**src/hw/rtl/bsmt_pkg.sv**
```systemverilog
// Backing-store map table: shared types and constants.
// No dependencies; imported by the top level and the checker.
package bsmt_pkg;

    localparam int NUM_STORES = 8;
    localparam int MAX_PAGES  = 256;
    localparam int PAGE_BYTES = 4096;

    localparam int IDX_W      = $clog2(NUM_STORES);
    localparam int PAGE_SHIFT = $clog2(PAGE_BYTES);
    localparam int VPN_W      = 32 - PAGE_SHIFT;
    // compare width: wide enough for page number and base + count
    localparam int CMP_W      = 33;

    typedef enum logic [1:0] {
        REQ_ALLOC  = 2'd0,
        REQ_FREE   = 2'd1,
        REQ_LOOKUP = 2'd2,
        REQ_MAP    = 2'd3
    } req_code_t;

    localparam logic STATUS_OK  = 1'b0;
    localparam logic STATUS_ERR = 1'b1;

    typedef struct packed {
        logic [1:0]  req_type;
        logic [5:0]  proc_id;
        logic [31:0] virtual_address;
        logic [19:0] base_page;
        logic [2:0]  store_sel;
        logic [8:0]  page_count;
    } bsmt_in_t;

    typedef struct packed {
        logic       status;
        logic [2:0] store_out;
        logic [7:0] page_offset;
    } bsmt_out_t;

    // one table entry as held in the entry RAM
    typedef struct packed {
        logic [5:0]  owner;
        logic [19:0] base;
        logic [8:0]  pages;
    } entry_t;

    localparam int ENTRY_W = $bits(entry_t);

endpackage

```
**src/hw/rtl/bsmt_ram.sv**
```systemverilog
// Generic simple dual-port RAM, one write port, one registered read port.
// No dependencies.
module bsmt_ram #(
    parameter int WIDTH = 8,
    parameter int DEPTH = 8
) (
    input  logic                     clk,
    input  logic                     we,
    input  logic [$clog2(DEPTH)-1:0] waddr,
    input  logic [WIDTH-1:0]         wdata,
    input  logic [$clog2(DEPTH)-1:0] raddr,
    output logic [WIDTH-1:0]         rdata
);

    logic [WIDTH-1:0] mem [DEPTH];

    always_ff @(posedge clk)
    begin
        if (we)
        begin
            mem[waddr] <= wdata;
        end
        rdata <= mem[raddr];
    end

endmodule

```
**src/hw/rtl/backing_store_map_table.sv**
```systemverilog
// Backing-store map table, top level. Uses bsmt_pkg and bsmt_ram.
// Allocate, free and map pass through S_EXEC and S_RESP after acceptance;
// lookup scans the entries in S_CHECK, one entry RAM read per cycle, then S_RESP.
// A new request is taken only in S_IDLE, so one request runs at a time.
// Reset (rst_n low, async): every entry unmapped, FSM idle, no response held.
// The response register lets the next request run while a result waits.
module backing_store_map_table (
    input  logic                clk,
    input  logic                rst_n,
    input  logic                req_valid,
    output logic                req_ready,
    input  bsmt_pkg::bsmt_in_t  req,
    output logic                rsp_valid,
    input  logic                rsp_ready,
    output bsmt_pkg::bsmt_out_t rsp
);
    import bsmt_pkg::*;

    typedef enum logic [1:0] {
        S_IDLE,   // waiting for a request; RAM reads entry 0 meanwhile
        S_EXEC,   // allocate, free or map
        S_CHECK,  // lookup: compare entry scan_reg, RAM fetches the next one
        S_RESP    // result waits for the response register
    } state_t;

    state_t                  state_reg, state_next;
    bsmt_in_t                req_reg;
    logic [IDX_W-1:0]        scan_reg, scan_next;
    logic [NUM_STORES-1:0]   mapped_reg, mapped_next;
    bsmt_out_t               res_reg, res_next;
    bsmt_out_t               rsp_reg, rsp_next;
    logic                    rsp_valid_reg, rsp_valid_next;

    // entry RAM ports
    logic                    ram_we;
    logic [IDX_W-1:0]        ram_waddr;
    entry_t                  ram_wdata;
    logic [IDX_W-1:0]        ram_raddr;
    logic [ENTRY_W-1:0]      ram_rdata;
    entry_t                  ent;

    // request decode
    logic                    accept;
    logic [IDX_W-1:0]        sel_idx;
    logic                    sel_ok;
    logic                    count_ok;
    logic                    free_found;
    logic [IDX_W-1:0]        free_idx;

    // lookup datapath
    logic [VPN_W-1:0]        pgno;
    logic [CMP_W-1:0]        pg_ext, lo_ext, hi_ext, diff;
    logic                    owner_hit;
    logic                    in_range;

    assign accept    = req_valid && req_ready;
    assign req_ready = (state_reg == S_IDLE);
    assign rsp_valid = rsp_valid_reg;
    assign rsp       = rsp_reg;

    // Owner, base and page count live in RAM; the mapped flags live in
    // flops so reset clears them at once. An unmapped entry is never
    // used, so RAM contents need no reset.
    bsmt_ram #(
        .WIDTH (ENTRY_W),
        .DEPTH (NUM_STORES)
    ) u_entry_ram (
        .clk   (clk),
        .we    (ram_we),
        .waddr (ram_waddr),
        .wdata (ram_wdata),
        .raddr (ram_raddr),
        .rdata (ram_rdata)
    );

    assign ent = entry_t'(ram_rdata);

    assign sel_idx  = IDX_W'(req_reg.store_sel);
    assign sel_ok   = (32'(req_reg.store_sel) < NUM_STORES);
    assign count_ok = (req_reg.page_count != '0) && (32'(req_reg.page_count) <= MAX_PAGES);

    // Map writes the whole entry in the execute cycle. Lookup only reads,
    // and never overlaps a write since one request runs at a time.
    assign ram_we    = (state_reg == S_EXEC) && (req_reg.req_type == REQ_MAP)
                       && sel_ok && count_ok;
    assign ram_waddr = sel_idx;
    assign ram_wdata = '{owner: req_reg.proc_id,
                         base:  req_reg.base_page,
                         pages: req_reg.page_count};

    // Read pipelined one ahead: in idle entry 0 is fetched so the first
    // compare can start right after acceptance.
    assign ram_raddr = (state_reg == S_CHECK) ? scan_reg + 1'b1 : '0;

    // lowest unmapped entry
    always_comb
    begin
        free_found = 1'b0;
        free_idx   = '0;
        for (int i = NUM_STORES - 1; i >= 0; i--)
        begin
            if (!mapped_reg[i])
            begin
                free_found = 1'b1;
                free_idx   = IDX_W'(i);
            end
        end
    end

    // page range test against the entry now on the RAM output
    assign pgno      = req_reg.virtual_address[31:PAGE_SHIFT];
    assign pg_ext    = CMP_W'(pgno);
    assign lo_ext    = CMP_W'(ent.base);
    assign hi_ext    = lo_ext + CMP_W'(ent.pages);
    assign diff      = pg_ext - lo_ext;
    assign owner_hit = mapped_reg[scan_reg] && (ent.owner == req_reg.proc_id);
    assign in_range  = (pg_ext >= lo_ext) && (pg_ext < hi_ext);

    always_comb
    begin
        state_next     = state_reg;
        scan_next      = scan_reg;
        mapped_next    = mapped_reg;
        res_next       = res_reg;
        rsp_next       = rsp_reg;
        rsp_valid_next = rsp_valid_reg;

        if (rsp_valid_reg && rsp_ready)
        begin
            rsp_valid_next = 1'b0;
        end

        unique case (state_reg)
            S_IDLE:
            begin
                scan_next = '0;
                if (accept)
                begin
                    state_next = (req.req_type == REQ_LOOKUP) ? S_CHECK : S_EXEC;
                end
            end

            S_EXEC:
            begin
                res_next   = '{status: STATUS_ERR, store_out: '0, page_offset: '0};
                state_next = S_RESP;
                unique case (req_reg.req_type)
                    REQ_ALLOC:
                    begin
                        if (free_found)
                        begin
                            res_next.status    = STATUS_OK;
                            res_next.store_out = 3'(free_idx);
                        end
                    end
                    REQ_FREE:
                    begin
                        if (sel_ok)
                        begin
                            mapped_next[sel_idx] = 1'b0;
                            res_next.status      = STATUS_OK;
                        end
                    end
                    REQ_MAP:
                    begin
                        if (sel_ok && count_ok)
                        begin
                            mapped_next[sel_idx] = 1'b1;
                            res_next.status      = STATUS_OK;
                        end
                    end
                    default:
                    begin
                        // lookup never comes here
                        res_next.status = STATUS_ERR;
                    end
                endcase
            end

            S_CHECK:
            begin
                res_next = '{status: STATUS_ERR, store_out: '0, page_offset: '0};
                if (owner_hit)
                begin
                    // first owner match decides; no further search
                    if (in_range)
                    begin
                        res_next.status      = STATUS_OK;
                        res_next.store_out   = 3'(scan_reg);
                        res_next.page_offset = diff[7:0];
                    end
                    state_next = S_RESP;
                end
                else if (32'(scan_reg) == NUM_STORES - 1)
                begin
                    state_next = S_RESP;
                end
                else
                begin
                    scan_next = scan_reg + 1'b1;
                end
            end

            S_RESP:
            begin
                if (!rsp_valid_reg || rsp_ready)
                begin
                    rsp_next       = res_reg;
                    rsp_valid_next = 1'b1;
                    state_next     = S_IDLE;
                end
            end

            default:
            begin
                state_next = S_IDLE;
            end
        endcase
    end

    always_ff @(posedge clk or negedge rst_n)
    begin
        if (!rst_n)
        begin
            state_reg     <= S_IDLE;
            scan_reg      <= '0;
            mapped_reg    <= '0;
            rsp_valid_reg <= 1'b0;
            req_reg       <= '0;
            res_reg       <= '0;
            rsp_reg       <= '0;
        end
        else
        begin
            state_reg     <= state_next;
            scan_reg      <= scan_next;
            mapped_reg    <= mapped_next;
            rsp_valid_reg <= rsp_valid_next;
            if (accept)
            begin
                req_reg <= req;
            end
            res_reg       <= res_next;
            rsp_reg       <= rsp_next;
        end
    end

endmodule

```
**config.mk**
```make
export PLATFORM = sky130hd
export DESIGN_NAME = backing_store_map_table
export DESIGN_NICKNAME = d
export VERILOG_FILES = /design/src/hw/rtl/bsmt_pkg.sv /design/src/hw/rtl/bsmt_ram.sv /design/src/hw/rtl/backing_store_map_table.sv
export SDC_FILE = /design/constraint.sdc
export NUM_CORES = 1
export LEC_CHECK = 0
export BUFFER_PORTS_ARGS = -buffer_cell sky130_fd_sc_hd__buf_2
export CORE_MARGIN = 4
export CORE_UTILIZATION = 40
export CTS_BUF_LIST = sky130_fd_sc_hd__clkbuf_4 sky130_fd_sc_hd__clkbuf_8
export DETAILED_ROUTE_END_ITERATION = 10
export GPL_ROUTABILITY_DRIVEN = 0
export SETUP_SLACK_MARGIN = 0.02
export SLEW_MARGIN = 20
export SYNTH_ARGS = -nofsm -noshare
export SYNTH_HDL_FRONTEND = slang
export SYNTH_HIERARCHICAL = 1
export SYNTH_SLANG_ARGS = --single-unit
```
**constraint.sdc**
```tcl
create_clock -name clk -period 9.35 [get_ports clk]
set_input_delay 2.3375 -clock clk [delete_from_list [all_inputs] [get_ports clk]]
set_output_delay 2.3375 -clock clk [all_outputs]
set_load 0.03 [all_outputs]
```
After elaboration in Yosys (flattened, before gate mapping):

Memory sizes are Yosys's and may differ from the RTL's. A register that Yosys moved wholly into a read port is not among the register bits.
Index checks and enable logic that the tools add are counted.

* add/subtract/negate cells: 3
* magnitude comparators: 6
* eq/ne operators: 14
* mux-type cells: 44
* bitwise logic cells: 3
* reductions and logical operators: 20

Operators by type and width (count)
* 3-bit 2-to-1 mux: 12
* 12-bit 2-to-1 mux: 2
* 12-bit case mux with 2 select lines: 1
* 20-bit by 9-bit adder with 21-bit output: 1
* 20-bit by 21-bit < comparator with 1-bit output: 1
* 20-bit greater-or-equal comparator: 1
* 1-bit 2-to-1 mux: 16
* 8-bit case mux with 2 select lines: 1
* 2-bit 2-to-1 mux: 5
* 9-bit less-or-equal comparator, second input constant: 1
* 3-bit AND reduction: 3
* 9-bit nonzero test: 1
* 8-bit AND: 1
* 2-bit equality test, second input constant: 4
* 1-bit logical AND: 8
* 3-bit by 4-bit < comparator with 1-bit output, second input constant: 2
* 8-bit 2-to-1 mux: 1
* 2-bit inequality test, second input constant: 4
* 8-bit NOT: 1
* 8-bit OR: 1
* 2-bit case mux with 4 select lines: 1
* 8-bit subtractor: 1
* 6-bit equality test: 1
* 3-bit case mux with 2 select lines: 1
* 15 further kinds: 19

* bits in registers: 110
* RAM bits: 280
* output and inout port bits: 14
* logic and storage cells: 107
* memories kept: 1

Memory list
* u_entry_ram.mem: depth 8, bits a word 35, rd ports 1, clocked after Yosys merged registers in 1, wr ports 1, line bsmt_ram.sv:15 `logic [WIDTH-1:0] mem [DEPTH];`

Depth between registers and ports, before layout:

Gate-level depths: netlist of run 1.

* depth after elaboration: 11
* mapped depth: 17
* depth with buffers taken out: 16

Modules after synthesis:

Netlist of run 1, hierarchy kept.

By module, submodules not included
* bsmt_ram: instances 1, cells an instance 453, area an instance 11536.1 sq um, seq. area each 9108.7 sq um
* backing_store_map_table: instances 1, cells an instance 510, area an instance 5770.5 sq um, seq. area each 2452.4 sq um

Worst setup path after synthesis of run 1:

No wires, ideal clock.

* path kind: reg-to-reg
* start point: reg req_reg (netlist bit ram_wdata[1])
* end point: mem u_entry_ram/mem[4][0] (netlist bit) (enable)
* setup time: 0.471 ns
* arrival: 3.666 ns
* required time: 8.879 ns
* slack: 5.213 ns
* cell stages (with the launch flop): 7
* clock period less this slack: 4.137 ns
* path through: dfrtp_1 -> nor4_1 -> nand2_1 -> xor2_1 -> and3_1 -> nand2_1 -> nor3_1

* cells in the longest elaborated chain, start to end: 5

RTL lines
* start, declared: line backing_store_map_table.sv:27 `bsmt_in_t req_reg;`
* start signal, assigned: line backing_store_map_table.sv:241 `req_reg <= req;`
* 9-bit less-or-equal comparator / 9-bit nonzero test (equally long branches): line backing_store_map_table.sv:80 `assign count_ok = (req_reg.page_count != '0) && (32'(req_reg.page_count) <= MAX_PAGES);`
* 1-bit logical AND *: line backing_store_map_table.sv:80
* 1-bit logical AND *: line backing_store_map_table.sv:85 `&& sel_ok && count_ok;`
* net ram_we: line backing_store_map_table.sv:35 `logic ram_we;`
* 1-bit 2-to-1 mux *: line bsmt_ram.sv:19 `if (we)`
* 1-bit 2-to-1 mux (implied by the code) *: line bsmt_ram.sv:21 `mem[waddr] <= wdata;`
* end, declared: line bsmt_ram.sv:15

Mark *: on every way through the listed nets, which the timed path passes. The rest lies on a longest branch.

Worst setup path after layout of run 1:

* start point: reg u_entry_ram.rdata[9], read port of u_entry_ram.mem
* end point: reg res_reg[8] (netlist bit)

* cells in the longest elaborated chain, start to end: 6

RTL lines
* start, declared: line bsmt_ram.sv:12 `output logic [WIDTH-1:0] rdata`
* 20-bit by 9-bit adder with 21-bit output: line backing_store_map_table.sv:114 `assign hi_ext = lo_ext + CMP_W'(ent.pages);`
* 20-bit by 21-bit < comparator with 1-bit output: line backing_store_map_table.sv:117 `assign in_range = (pg_ext >= lo_ext) && (pg_ext < hi_ext);`
* 1-bit logical AND *: line backing_store_map_table.sv:117
* 12-bit 2-to-1 mux *: line backing_store_map_table.sv:186 `if (in_range)`
* 12-bit 2-to-1 mux *: line backing_store_map_table.sv:183 `if (owner_hit)`
* 12-bit case mux with 2 select lines *: line backing_store_map_table.sv:133 `unique case (state_reg)`
* end signal, assigned: line backing_store_map_table.sv:243 `res_reg <= res_next;`
* end, declared: line backing_store_map_table.sv:30 `bsmt_out_t res_reg, res_next;`

Every way passes the cells marked *; elsewhere a longest branch is shown, timed or not.
A chain may end at the register's enable or synchronous reset.

==> results of run 1 <==
==> how the worst max path moves through the flow <==
stage	from	endpoint	slack, ns
finish	u_entry_ram/rdata[9]	res_reg[8]	4.74
global route	u_entry_ram/rdata[9]	res_reg[8]	4.41
CTS	u_entry_ram/rdata[9]	res_reg[8]	4.73
detailed placement	u_entry_ram/rdata[9]	res_reg[8]	4.75
global placement	u_entry_ram/rdata[9]	res_reg[8]	4.73
floorplan	ram_wdata[1]	u_entry_ram/mem[4][0]	5.21
==> stage by stage <==
| stage | util [%] | hold slack, ns | instance area (µm²) | std cells | power (mW) |
|---|---|---|---|---|---|
| after floorplan | - | 0.4752 | 17310 | 963 | 3.990 |
| after global placement | 43.45 | 0.4598 | 18390 | 1598 | 4.439 |
| after detailed placement | 43.45 | 0.4747 | 18390 | 1598 | 4.484 |
| after CTS | 46.86 | 0.4867 | 19830 | 1725 | 6.140 |
| after global routing | 46.86 | 0.5154 | 19830 | 1726 | 6.472 |
| final | 46.86 | 0.4778 | 19830 | 1726 | 6.054 |
==> cells by family (layout without fill, tap and decap cells) <==
group,after synthesis,count (layout)
simple gates,120,120
compound gates,83,83
fa+ha+maj,57,57
flops,413,413
mux,189,189
other cells,0,1
buf+inv,70,255
xor+xnor,31,31
==> per-layer routing <==
layer	routed length, µm	part of all wire [%]	up-vias
met5	0	0	-
met4	686	1.9	0
met3	1575	4.5	44
met2	16980	48	201
met1	15960	45	4462
li1	-	-	4102
==> cells in the final DEF, fill, tap and decap left out, types with 31 or more instances in the layout <==
cell	Yosys	final
mux2_2	107	107
ha_1	55	55
clkbuf_4	0	31
mux4_1	70	70
buf_2	0	76
dfxtp_1	35	35
edfxtp_1	280	280
inv_1	39	39
clkbuf_8	0	77
dfrtp_1	98	98
==> area by class of cell <==
class | count | area, µm²
Timing Repair Buffer | 89 | 478.0
Antenna cell | 1 | 2.502
Tap cell | 577 | 721.9
Clock buffer | 108 | 1292
Sequential cell | 413 | 11560
Clock inverter | 19 | 148.9
Fill cell | 3671 | 22490
Multi-Input combinational cell | 480 | 5483
Inverter | 39 | 146.4
==> worst max-delay path, delay by kind of cell, from the launching register on <==
family	cells	cell delay (ns)
compound gates	6	1.92
simple gates	5	1.17
fa+ha+maj	3	0.86
flops	1	0.34
xor+xnor	1	0.16
buf+inv	1	0.05
==> synth_stat cells (2+ instances only) <==
| cell | n | share of area [%] |
|---|---|---|
| mux4_2 | 2 | 0.26 |
| buf_6 | 9 | 0.59 |
| ha_1 | 55 | 4.0 |
| a22o_1 | 8 | 0.40 |
| inv_1 | 39 | 0.85 |
| o21ai_0 | 15 | 0.43 |
| xnor2_1 | 17 | 0.86 |
| o21ai_1 | 5 | 0.14 |
| a311oi_1 | 3 | 0.15 |
| nor4_1 | 8 | 0.29 |
| a21o_1 | 7 | 0.30 |
| mux4_1 | 70 | 11 |
| clkbuf_1 | 13 | 0.28 |
| a21oi_1 | 22 | 0.64 |
| nand2_1 | 28 | 0.61 |
| and2_1 | 3 | 0.11 |
| a211oi_1 | 2 | 0.087 |
| buf_1 | 9 | 0.20 |
| mux2_1 | 8 | 0.52 |
| nor4b_1 | 3 | 0.15 |
| nand4_1 | 10 | 0.36 |
| nor2_1 | 24 | 0.52 |
| fa_1 | 2 | 0.23 |
| and3_1 | 2 | 0.072 |
| nor3_1 | 7 | 0.20 |
| xor2_1 | 14 | 0.71 |
| nor2b_1 | 5 | 0.18 |
| nand3_1 | 10 | 0.29 |
| nand2b_1 | 14 | 0.51 |
| a2111oi_0 | 2 | 0.10 |
| dfrtp_1 | 98 | 14 |
| edfxtp_1 | 280 | 49 |
| dfxtp_1 | 35 | 4.0 |
| mux2_2 | 107 | 7.0 |
| a31oi_1 | 4 | 0.14 |
| nand3b_1 | 2 | 0.087 |
==> power breakdown <==
part / leakage [nW] / switching (mW) / internal (mW)
registers: 4.04 / 0.350 / 2.42
logic: 2.62 / 0.867 / 0.799
clock network: 0.756 / 0.685 / 0.936
total: 7.42 / 1.90 / 4.15
==> results.md, run 1 <==
* Rows at 75
* Crit-path cells: ha_1 > inv_1 > fa_1 > nand2b_1 > a21oi_1 > a311oi_1 > o21bai_1 > nand4_1 > xnor2_1 > ha_1 > nand4_1 > nor4_1 > o211ai_1 > and3_1 > o31a_2 > a221o_1
* DRC errors left at 0
* Flops & latches, synth at 413
* Pwr dens at 305.2 nW/µm²
* Status: completed
* Starting utilization of the core area at 40.89%
* Post-CTS Resized at 0
* Share of cells above drive strength 1 at 29.53%
* Pre-Repair DR Iteration Count at 5
* Setup WS pre-CTS at 4.754 ns
* Lkg Pwr at 7.417 nW
* Adder-Cell Fraction of Synth Area at 4.208%
* Fin crit share at 49.34%
* Startpoint Class: register
* Die Height at 216.0 µm
* Critical Path Max Stage Delay at 0.51 ns
* Area growth syn-to-layout at 14.60%
* Number of setup buffers added after CTS at 0
* Max transition margin at 30.99%
* Hold Path Class: register to register
* Total nets after synthesis at 1096
* Worst slew pin tran at 1.035 ns
* Clk Tree Root Cell: clkbuf_8
* Largest net degree at the start of global routing at 71
* Reg2reg setup slack at 4.74 ns
* Final nets at 1226
* Iteration-0 DRC count of the detailed router at 506
* Final min period at 4.613 ns
* Synth Area per Inst at 17.97 µm²
* ANT nets after route at 0
* Top Usage Layer GRT: met2
* Grt met1 use at 20.65%
* Final hold violation count at 0
* Cts bufs inserted at 70
* Total Routing Usage GR at 15.27%
* Worst EP required at 9.83 ns
* Worst Hold Endpoint: rsp[10]
* CP Class: register to register
* Synth warn at 6
* Setup TNS at 0 ns
* Vias at 8809
* Worst-Skew Late Latency at 0.60 ns
* Post-synth EDFFs at 280
* Routed wire length at 35200 µm
* H-tree Lvls at 3
* Vias in the first global route at 9180
* Final Skew at 0.02886 ns
* Largest family of logic cells by synthesized area: multiplexers
* R2R depth at 16
* Hold_buf cts at 0
* Initial antenna violation count at 1
* HP Start: rsp[10]
* First-pass GRT wire length at 54450 µm
* Global route overflow at 0
* Primary FF master, synth: edfxtp_1
* IR drop worst, VDD at 0.0001654 V
* CTS tree: built
* Crit end category: register
* Clk slew on worst S/H paths at 0.05 ns
* FFs w/ async S/R, synth at 23.73%
* Drt via density at 5.104
* Post-Synth Simple-Gate Area at 3.730%
* XOR/XNOR Fraction of Synth Area at 1.569%
* CP max FO at 12
* Max reg flops at 280
* Largest register by flop count: u_entry_ram/mem
* Max Transition Viols Final at 0
* Compound-Gate Fraction of Synth Area at 3.268%
* Met3 global-route usage at 3.179%
* Grt met2 use at 24.78%
* Synthesized area at 17310 µm²
* Max_cap viols at 0
* Crit-path slowest cell: o21bai_1
* Fmax at 216.8 MHz
* Crit Reg-Reg Startpoint: u_entry_ram/rdata[9]
* Wirelength per Cell at 20.39 µm
* RSZ-0062 raised after global routing: false
* CP arrival at 5.09 ns
* Die area at 46660 µm²
* DP HPWL at 19890 µm
* Top Ports at 90
* Setup Viol. Count Final at 0
* Critical R2R Capture: res_reg[8]
* Mux cell area share after synthesis at 18.52%
* Final worst slack at 4.737 ns
* Clock sinks at 413
* Hold Path Depth at 2
* I/O Buffers at 77
* Longest Clk Path Bufs at 3
* Share of the yosys chip area belonging to registers at 66.80%
* Synthesized instance count at 963
* Synth cell types at 57
* Die width at 216.0 µm
* Core region area at 42320 µm²
Power figures use the tool's default switching activity.
==> run 2: changes to the inputs <==
clock period = 4.6 ns   (was 9.35 ns; I/O delays follow)
==> run 2 against run 1 <==
Design area increased by 0.83%; total power increased by 110%; worst hold slack worse by 0.072 ns; global-route usage decreased by 0.10 points; non-clock buffer count grew 2.
==> results.md, run 2 (synthesis gave the netlist of run 1 again) <==
* Most frequent cells in the layout: edfxtp_1, mux2_2, dfrtp_1 (unchanged)
* Clk slew on worst S/H paths at 0.06 ns (was 0.05 ns)
* Wirelength per Cell at 20.36 µm (was 20.39 µm)
* First-pass GRT wire length at 54100 µm (was 54450 µm)
* Fin crit share at 89.77% (was 49.34%)
* RSZ-0062 raised after global routing: false (unchanged)
* Critical Path Max Stage Delay at 0.47 ns (was 0.51 ns)
* Max_cap viols at 0 (unchanged)
* DRC errors left at 0 (unchanged)
* Pre-Repair DR Iteration Count at 5 (unchanged)
* Largest net degree at the start of global routing at 87 (was 71)
* Setup Viol. Count Final at 0 (unchanged)
* CTS tree: built (unchanged)
* Iteration-0 DRC count of the detailed router at 635 (was 506)
* CP max FO at 12 (unchanged)
* Final Skew at 0.01551 ns (was 0.02886 ns)
* CP Class: register to register (unchanged)
* Internal power at 8.543 mW (was 4.151 mW)
* Register share of total power at 45.1% (was 45.7%)
* Most common library cell in the layout ignoring fill and taps: edfxtp_1 (unchanged)
* Initial antenna violation count at 0 (was 1)
* Non-filler cells, final at 1729 (was 1726)
* Lkg Pwr at 7.490 nW (was 7.417 nW)
* Longest Clk Path Bufs at 3 (unchanged)
* Rows at 75 (unchanged)
* Area growth syn-to-layout at 15.56% (was 14.60%)
* Max reg flops at 280 (unchanged)
* Switch Pwr at 3.901 mW (was 1.903 mW)
* Worst EP required at 5.07 ns (was 9.83 ns)
* Startpoint Class: register (unchanged)
* Crit end category: register (unchanged)
* CP arrival at 4.60 ns (was 5.09 ns)
* Power, Total at 12.44 mW (was 6.054 mW)
* Clk Tree Root Cell: clkbuf_8 (unchanged)
* Starting utilization of the core area at 40.89% (unchanged)
* Status: completed (unchanged)
* Global route overflow at 0 (unchanged)
* DP HPWL at 20550 µm (was 19890 µm)
* Hold Path Class: input pin to asynchronous set/reset pin (was register to register)
* Crit-path cells: ha_1 > inv_1 > fa_1 > nand2b_1 > a21oi_2 > a311oi_1 > o21bai_1 > buf_4 > nand4_1 > xnor2_1 > ha_1 > nand4_1 > nor4_1 > o211ai_1 > and3_1 > o31a_2 > a221o_1 (was ha_1 > inv_1 > fa_1 > nand2b_1 > a21oi_1 > a311oi_1 > o21bai_1 > nand4_1 > xnor2_1 > ha_1 > nand4_1 > nor4_1 > o211ai_1 > and3_1 > o31a_2 > a221o_1)
* Setup TNS at 0 ns (unchanged)
* Vias in the first global route at 9243 (was 9180)
* I/O Buffers at 77 (unchanged)
* Comb power frac at 27.8% (was 27.5%)
* Final hold violation count at 0 (unchanged)
* Die width at 216.0 µm (unchanged)
* Core region area at 42320 µm² (unchanged)
* Cts bufs inserted at 69 (was 70)
* Pwr dens at 622.2 nW/µm² (was 305.2 nW/µm²)
* Max Transition Viols Final at 0 (unchanged)
* Vias at 8780 (was 8809)
* Die area at 46660 µm² (unchanged)
* Worst-Skew Late Latency at 0.60 ns (about the same)
* Top Ports at 90 (unchanged)
* Total Routing Usage GR at 15.17% (was 15.27%)
* Share of cells above drive strength 1 at 30.23% (was 29.53%)
* IR drop worst, VDD at 0.0002814 V (was 0.0001654 V)
* Max transition margin at 33.08% (was 30.99%)
* Worst slew pin tran at 1.004 ns (was 1.035 ns)
* H-tree Lvls at 3 (unchanged)
* Placed cell count at 1600 (was 1598)
* Crit path max-delay family: compound AO/OA/AOI/OAI gates (unchanged)
* Crit-path slowest cell: o31a_2 (was o21bai_1)
* Clk pwr share at 27.1% (was 26.8%)
* Hold_buf cts at 0 (unchanged)
* Largest register by flop count: u_entry_ram/mem (unchanged)
* Die Height at 216.0 µm (unchanged)
* Sw Ratio at 31.35% (was 31.44%)
* Fmax at 242.2 MHz (was 216.8 MHz)
* Clock sinks at 413 (unchanged)
* CP bufs+invs at 2 (was 1)
* Final min period at 4.130 ns (was 4.613 ns)
* Routed wire length at 35210 µm (was 35200 µm)
* Drt via density at 5.078 (was 5.104)
* ANT nets after route at 0 (unchanged)
* Final nets at 1227 (was 1226)
run 2: area by class of cell:
type / count / area, µm²
multi-input cells: 480 / 5487
well taps: 577 / 721.9
clock buffers: 117 / 1398
flip-flops and latches: 413 / 11560
clock inverters: 11 / 90.09
fillers: 3621 / 22320
inverters: 39 / 146.4
diodes: 1 / 2.502
repair buffers: 91 / 593.1
run 2: routing by layer:
| layer | share of wire (%) | up-vias | global-route usage [%] |
|---|---|---|---|
| met5 | 0 | - | 0 |
| met4 | 2.1 | 0 | 5.206 |
| met3 | 4.5 | 53 | 3.108 |
| met2 | 48 | 179 | 24.61 |
| met1 | 46 | 4447 | 20.55 |
| li1 | - | 4101 | - |
run 2: final timing paths:
| check | slack, ns | depth (start not counted) | to | start |
|---|---|---|---|---|
| worst max-delay path | 0.47 | 17 | res_reg[8] | u_entry_ram/rdata[9] |
| worst min-delay path | 0.41 | 1 | ram_wdata[3] | rst_n |
| worst max register to register | 0.47 | 17 | res_reg[8] | u_entry_ram/rdata[9] |
| worst min register to register | 0.48 | 2 | rsp[10] | rsp[10] |
| max in group asynchronous | 3.38 | 2 | pg_ext[11] | rst_n |
| min in group clk | 0.48 | 2 | rsp[10] | rsp[10] |
run 2: what timing repair did:
action | in CTS | in global routing
endpoints found under the setup margin | 0 | 1
setup buffers | 0 | 0
endpoints found under the hold margin | 0 | 0
resized for setup | 0 | 1
run 2: power by group through the flow:
stage	Clock, mW	Sequential [mW]	Combinational (mW)
final	3.37	5.61	3.46
after global routing	3.66	5.73	3.87
after CTS	3.50	5.62	3.51
after detailed placement	0	5.69	3.48
after global placement	0	5.65	3.45
after floorplan	0	5.44	2.67
run 2: stage by stage:
| stage | hold WS (ns) | instance area [µm²] | utilization (%) | setup slack (ns) |
|---|---|---|---|---|
| floorplan | 0.4752 | 17310 | - | 0.4629 |
| global placement | 0.4573 | 18510 | 43.73 | 0.4944 |
| detailed placement | 0.4787 | 18510 | 43.73 | 0.4023 |
| CTS | 0.3530 | 19990 | 47.24 | 0.3499 |
| global route | 0.3919 | 20000 | 47.25 | 0.06693 |
| finish | 0.4056 | 20000 | 47.26 | 0.4705 |
==> run 3: changes to the inputs <==
ABC_AREA = 1   (was unset)
==> run 3 against run 2 <==
Via count is 44% higher; critical path depth is 4 higher; clock skew is 0.020 ns higher.
==> results.md, run 3 <==
* Status: completed (unchanged)
* Clock sinks at 413 (unchanged)
* Non-filler cells, final at 2743 (was 1729)
* Fin crit share at 72.33% (was 89.77%)
* Worst slew pin tran at 0.9861 ns (was 1.004 ns)
* Synthesized area at 19830 µm² (was 17310 µm²)
* Synth warn at 6 (unchanged)
* Max Transition Viols Final at 0 (unchanged)
* ANT nets after route at 0 (unchanged)
* Rows at 81 (was 75)
* H-tree Lvls at 3 (unchanged)
* Share of cells above drive strength 1 at 21.07% (was 30.23%)
* Final Skew at 0.03505 ns (was 0.01551 ns)
* Mux cell area share after synthesis at 3.635% (was 18.52%)
* Share of the yosys chip area belonging to registers at 58.30% (was 66.80%)
* Placed cell count at 2615 (was 1600)
* Post-Synth Simple-Gate Area at 21.38% (was 3.730%)
* Final nets at 2156 (was 1227)
* XOR/XNOR Fraction of Synth Area at 1.369% (was 1.569%)
* Dpl cell area at 20840 µm² (was 18510 µm²)
* Post-synth EDFFs at 280 (unchanged)
* Post-CTS Resized at 0 (unchanged)
* Die area at 53200 µm² (was 46660 µm²)
* Most frequent cells in the layout: nand2_1, inv_1, edfxtp_1 (was edfxtp_1, mux2_2, dfrtp_1)
* Longest Clk Path Bufs at 3 (unchanged)
* Worst-Skew Late Latency at 0.63 ns (was 0.60 ns)
* Crit Reg-Reg Startpoint: u_entry_ram/rdata[9] (unchanged)
* Largest register by flop count: u_entry_ram/mem (unchanged)
* Number of setup buffers added after CTS at 0 (unchanged)
* Flops & latches, synth at 413 (unchanged)
* Leading area contributor after synthesis: edfxtp_1 (unchanged)
* Total nets after synthesis at 2053 (was 1096)
* Clk slew on worst S/H paths at 0.06 ns (about the same)
* Design area at 22280 µm² (was 20000 µm²)
* Final min period at 3.327 ns (was 4.130 ns)
* Crit end category: register (unchanged)
* Global route overflow at 0 (unchanged)
* First-pass GRT wire length at 67970 µm (was 54100 µm)
* Hold Path Class: register to register (was input pin to asynchronous set/reset pin)
* Area growth syn-to-layout at 12.35% (was 15.56%)
* DP HPWL at 24830 µm (was 20550 µm)
* Synth cell types at 44 (was 57)
* Vias in the first global route at 12660 (was 9243)
* I/O Buffers at 77 (unchanged)
* Synth Area per Inst at 10.33 µm² (was 17.97 µm²)
* Setup Viol. Count Final at 0 (unchanged)
* Setup TNS at 0 ns (unchanged)
* Die width at 230.7 µm (was 216.0 µm)
* Most common library cell in the layout ignoring fill and taps: nand2_1 (was edfxtp_1)
* CP startpoint: u_entry_ram/rdata[9] (unchanged)
* Commonest cells in the netlist: nand2_1, inv_1, edfxtp_1 (was edfxtp_1, mux2_2, dfrtp_1)
* Routed wire length at 41960 µm (was 35210 µm)
* Adder-Cell Fraction of Synth Area at 3.672% (was 4.208%)
* Synth top area share at 42.40% (was 48.58%)
* Fmax at 300.5 MHz (was 242.2 MHz)
* Max transition margin at 34.17% (was 33.08%)
* Primary FF master, synth: edfxtp_1 (unchanged)
* Pwr dens at 620.7 nW/µm² (was 622.2 nW/µm²)
* DRC errors left at 0 (unchanged)
* Die Height at 230.7 µm (was 216.0 µm)
* Vias at 12660 (was 8780)
* Core region area at 48950 µm² (was 42320 µm²)
* Synthesized instance count at 1920 (was 963)
* CP arrival at 3.86 ns (was 4.60 ns)
* CP Class: register to register (unchanged)
* IR drop worst, VDD at 0.0002438 V (was 0.0002814 V)
* Lkg Pwr at 10.36 nW (was 7.490 nW)
* Wirelength per Cell at 15.30 µm (was 20.36 µm)
* Max_cap viols at 0 (unchanged)
* Synth area leaders: edfxtp_1, dfrtp_1, nand2_1 (was edfxtp_1, dfrtp_1, mux4_1)
* CP max FO at 7 (was 12)
* Iteration-0 DRC count of the detailed router at 758 (was 635)
* ANT cells at 0 (was 1)
* Final hold violation count at 0 (unchanged)
* Startpoint Class: register (unchanged)
* Initial antenna violation count at 3 (was 0)
* Total Routing Usage GR at 16.13% (was 15.17%)
* Cts bufs inserted at 70 (was 69)
* FFs w/ async S/R, synth at 23.73% (unchanged)
* Starting utilization of the core area at 40.51% (was 40.89%)
* Hold_buf cts at 0 (unchanged)
* Clk Tree Root Cell: clkbuf_8 (unchanged)
* CTS tree: built (unchanged)
* HP Start: res_reg[4]
* Largest family of logic cells by synthesized area: simple AND/OR/NAND/NOR gates (was multiplexers)
* Worst EP required at 5.13 ns (was 5.07 ns)
* Compound-Gate Fraction of Synth Area at 2.385% (was 3.268%)
* Largest net degree at the start of global routing at 77 (was 87)
* RSZ-0062 raised after global routing: false (unchanged)
* Drt via density at 4.615 (was 5.078)
* Max reg flops at 280 (unchanged)
* Pre-Repair DR Iteration Count at 5 (unchanged)
* Top Ports at 90 (unchanged)
* Most common cell in the synthesized netlist: nand2_1 (was edfxtp_1)
-- run 3: changes by cell type after synthesis, moves of 12 or more --
cell      change
nand3_1     +100
nor2_1       +30
nand3_2      +61
nand2_1     +502
xnor2_1      -12
mux4_1       -70
nand2_4      +61
a21oi_1      +15
inv_1       +323
xor2_1       +12
nand2b_1     -14
buf_2        +40
mux2_2       -43
-- run 3: layout make-up --
cell class	count	area [µm²]
clock inverters	13	65.06
fillers	4497	26670
flip-flops and latches	413	11560
multi-input cells	1076	6507
well taps	664	830.8
repair buffers	95	560.5
inverters	367	1383
clock buffers	115	1370
-- run 3: report_power, final --
part           internal (mW)  total, mW  switching [mW]
sequential              4.93       5.69           0.755
clock                   1.88       3.29            1.42
combinational           1.80       4.84            3.04
-- run 3: cell families after synthesis --
kind of cell               Yosys count
adders and majority gates           57
and+or+nand+nor                    842
muxes                               64
xor gates and xnor gates            31
DFF                                413
buffers and inverters              431
AOI/OAI and AO/OA                   82
-- run 3: per-stage QoR --
| stage | hold slack, ns | setup slack (ns) | power (mW) | util (%) |
|---|---|---|---|---|
| finish | 0.4808 | 1.273 | 13.83 | 45.51 |
| global route | 0.4928 | 0.9553 | 14.96 | 45.51 |
| CTS | 0.4811 | 1.214 | 14.03 | 45.51 |
| detailed placement | 0.4683 | 1.229 | 10.66 | 42.58 |
| global placement | 0.4623 | 1.250 | 10.53 | 42.58 |
| floorplan | 0.4510 | 1.572 | 9.448 | - |
-- run 3: worst max-delay path: stages (launching register included) --
cell and delay [ns]:
dfxtp_1 0.34, ha_1 0.17, inv_1 0.05, fa_1 0.39, inv_1 0.07, nand3_1 0.06, nand2_1 0.16, nand2_1 0.07
nand3_1 0.13, a21oi_2 0.10, nor2_1 0.19, nand2_1 0.12, nor2_1 0.13, xor2_1 0.15, ha_1 0.26, a21oi_1 0.13
o21bai_1 0.12, nand3_2 0.13, nand2_4 0.07, nor2_8 0.15, nand3_4 0.14, o21ai_2 0.13
-- run 3: worst paths after layout --
kind | endpoint | slack, ns | cells past startpoint
max | res_reg[5] | 1.27 | 21
min | res_reg[4] | 0.48 | 2
max reg2reg | res_reg[5] | 1.27 | 21
min reg2reg | res_reg[4] | 0.48 | 2
max in group asynchronous | res_reg[6] | 2.92 | 2
min in group asynchronous | ram_wdata[22] | 0.68 | 1
-- run 3: metal layers --
layer / up-vias / GRT usage (%) / routed length (µm)
met2: 255 / 27.40 / 20330
met3: 63 / 3.196 / 2044
met4: 0 / 5.563 / 849
li1: 6306 / - / -
met5: - / 0 / 0
met1: 6036 / 20.72 / 18740
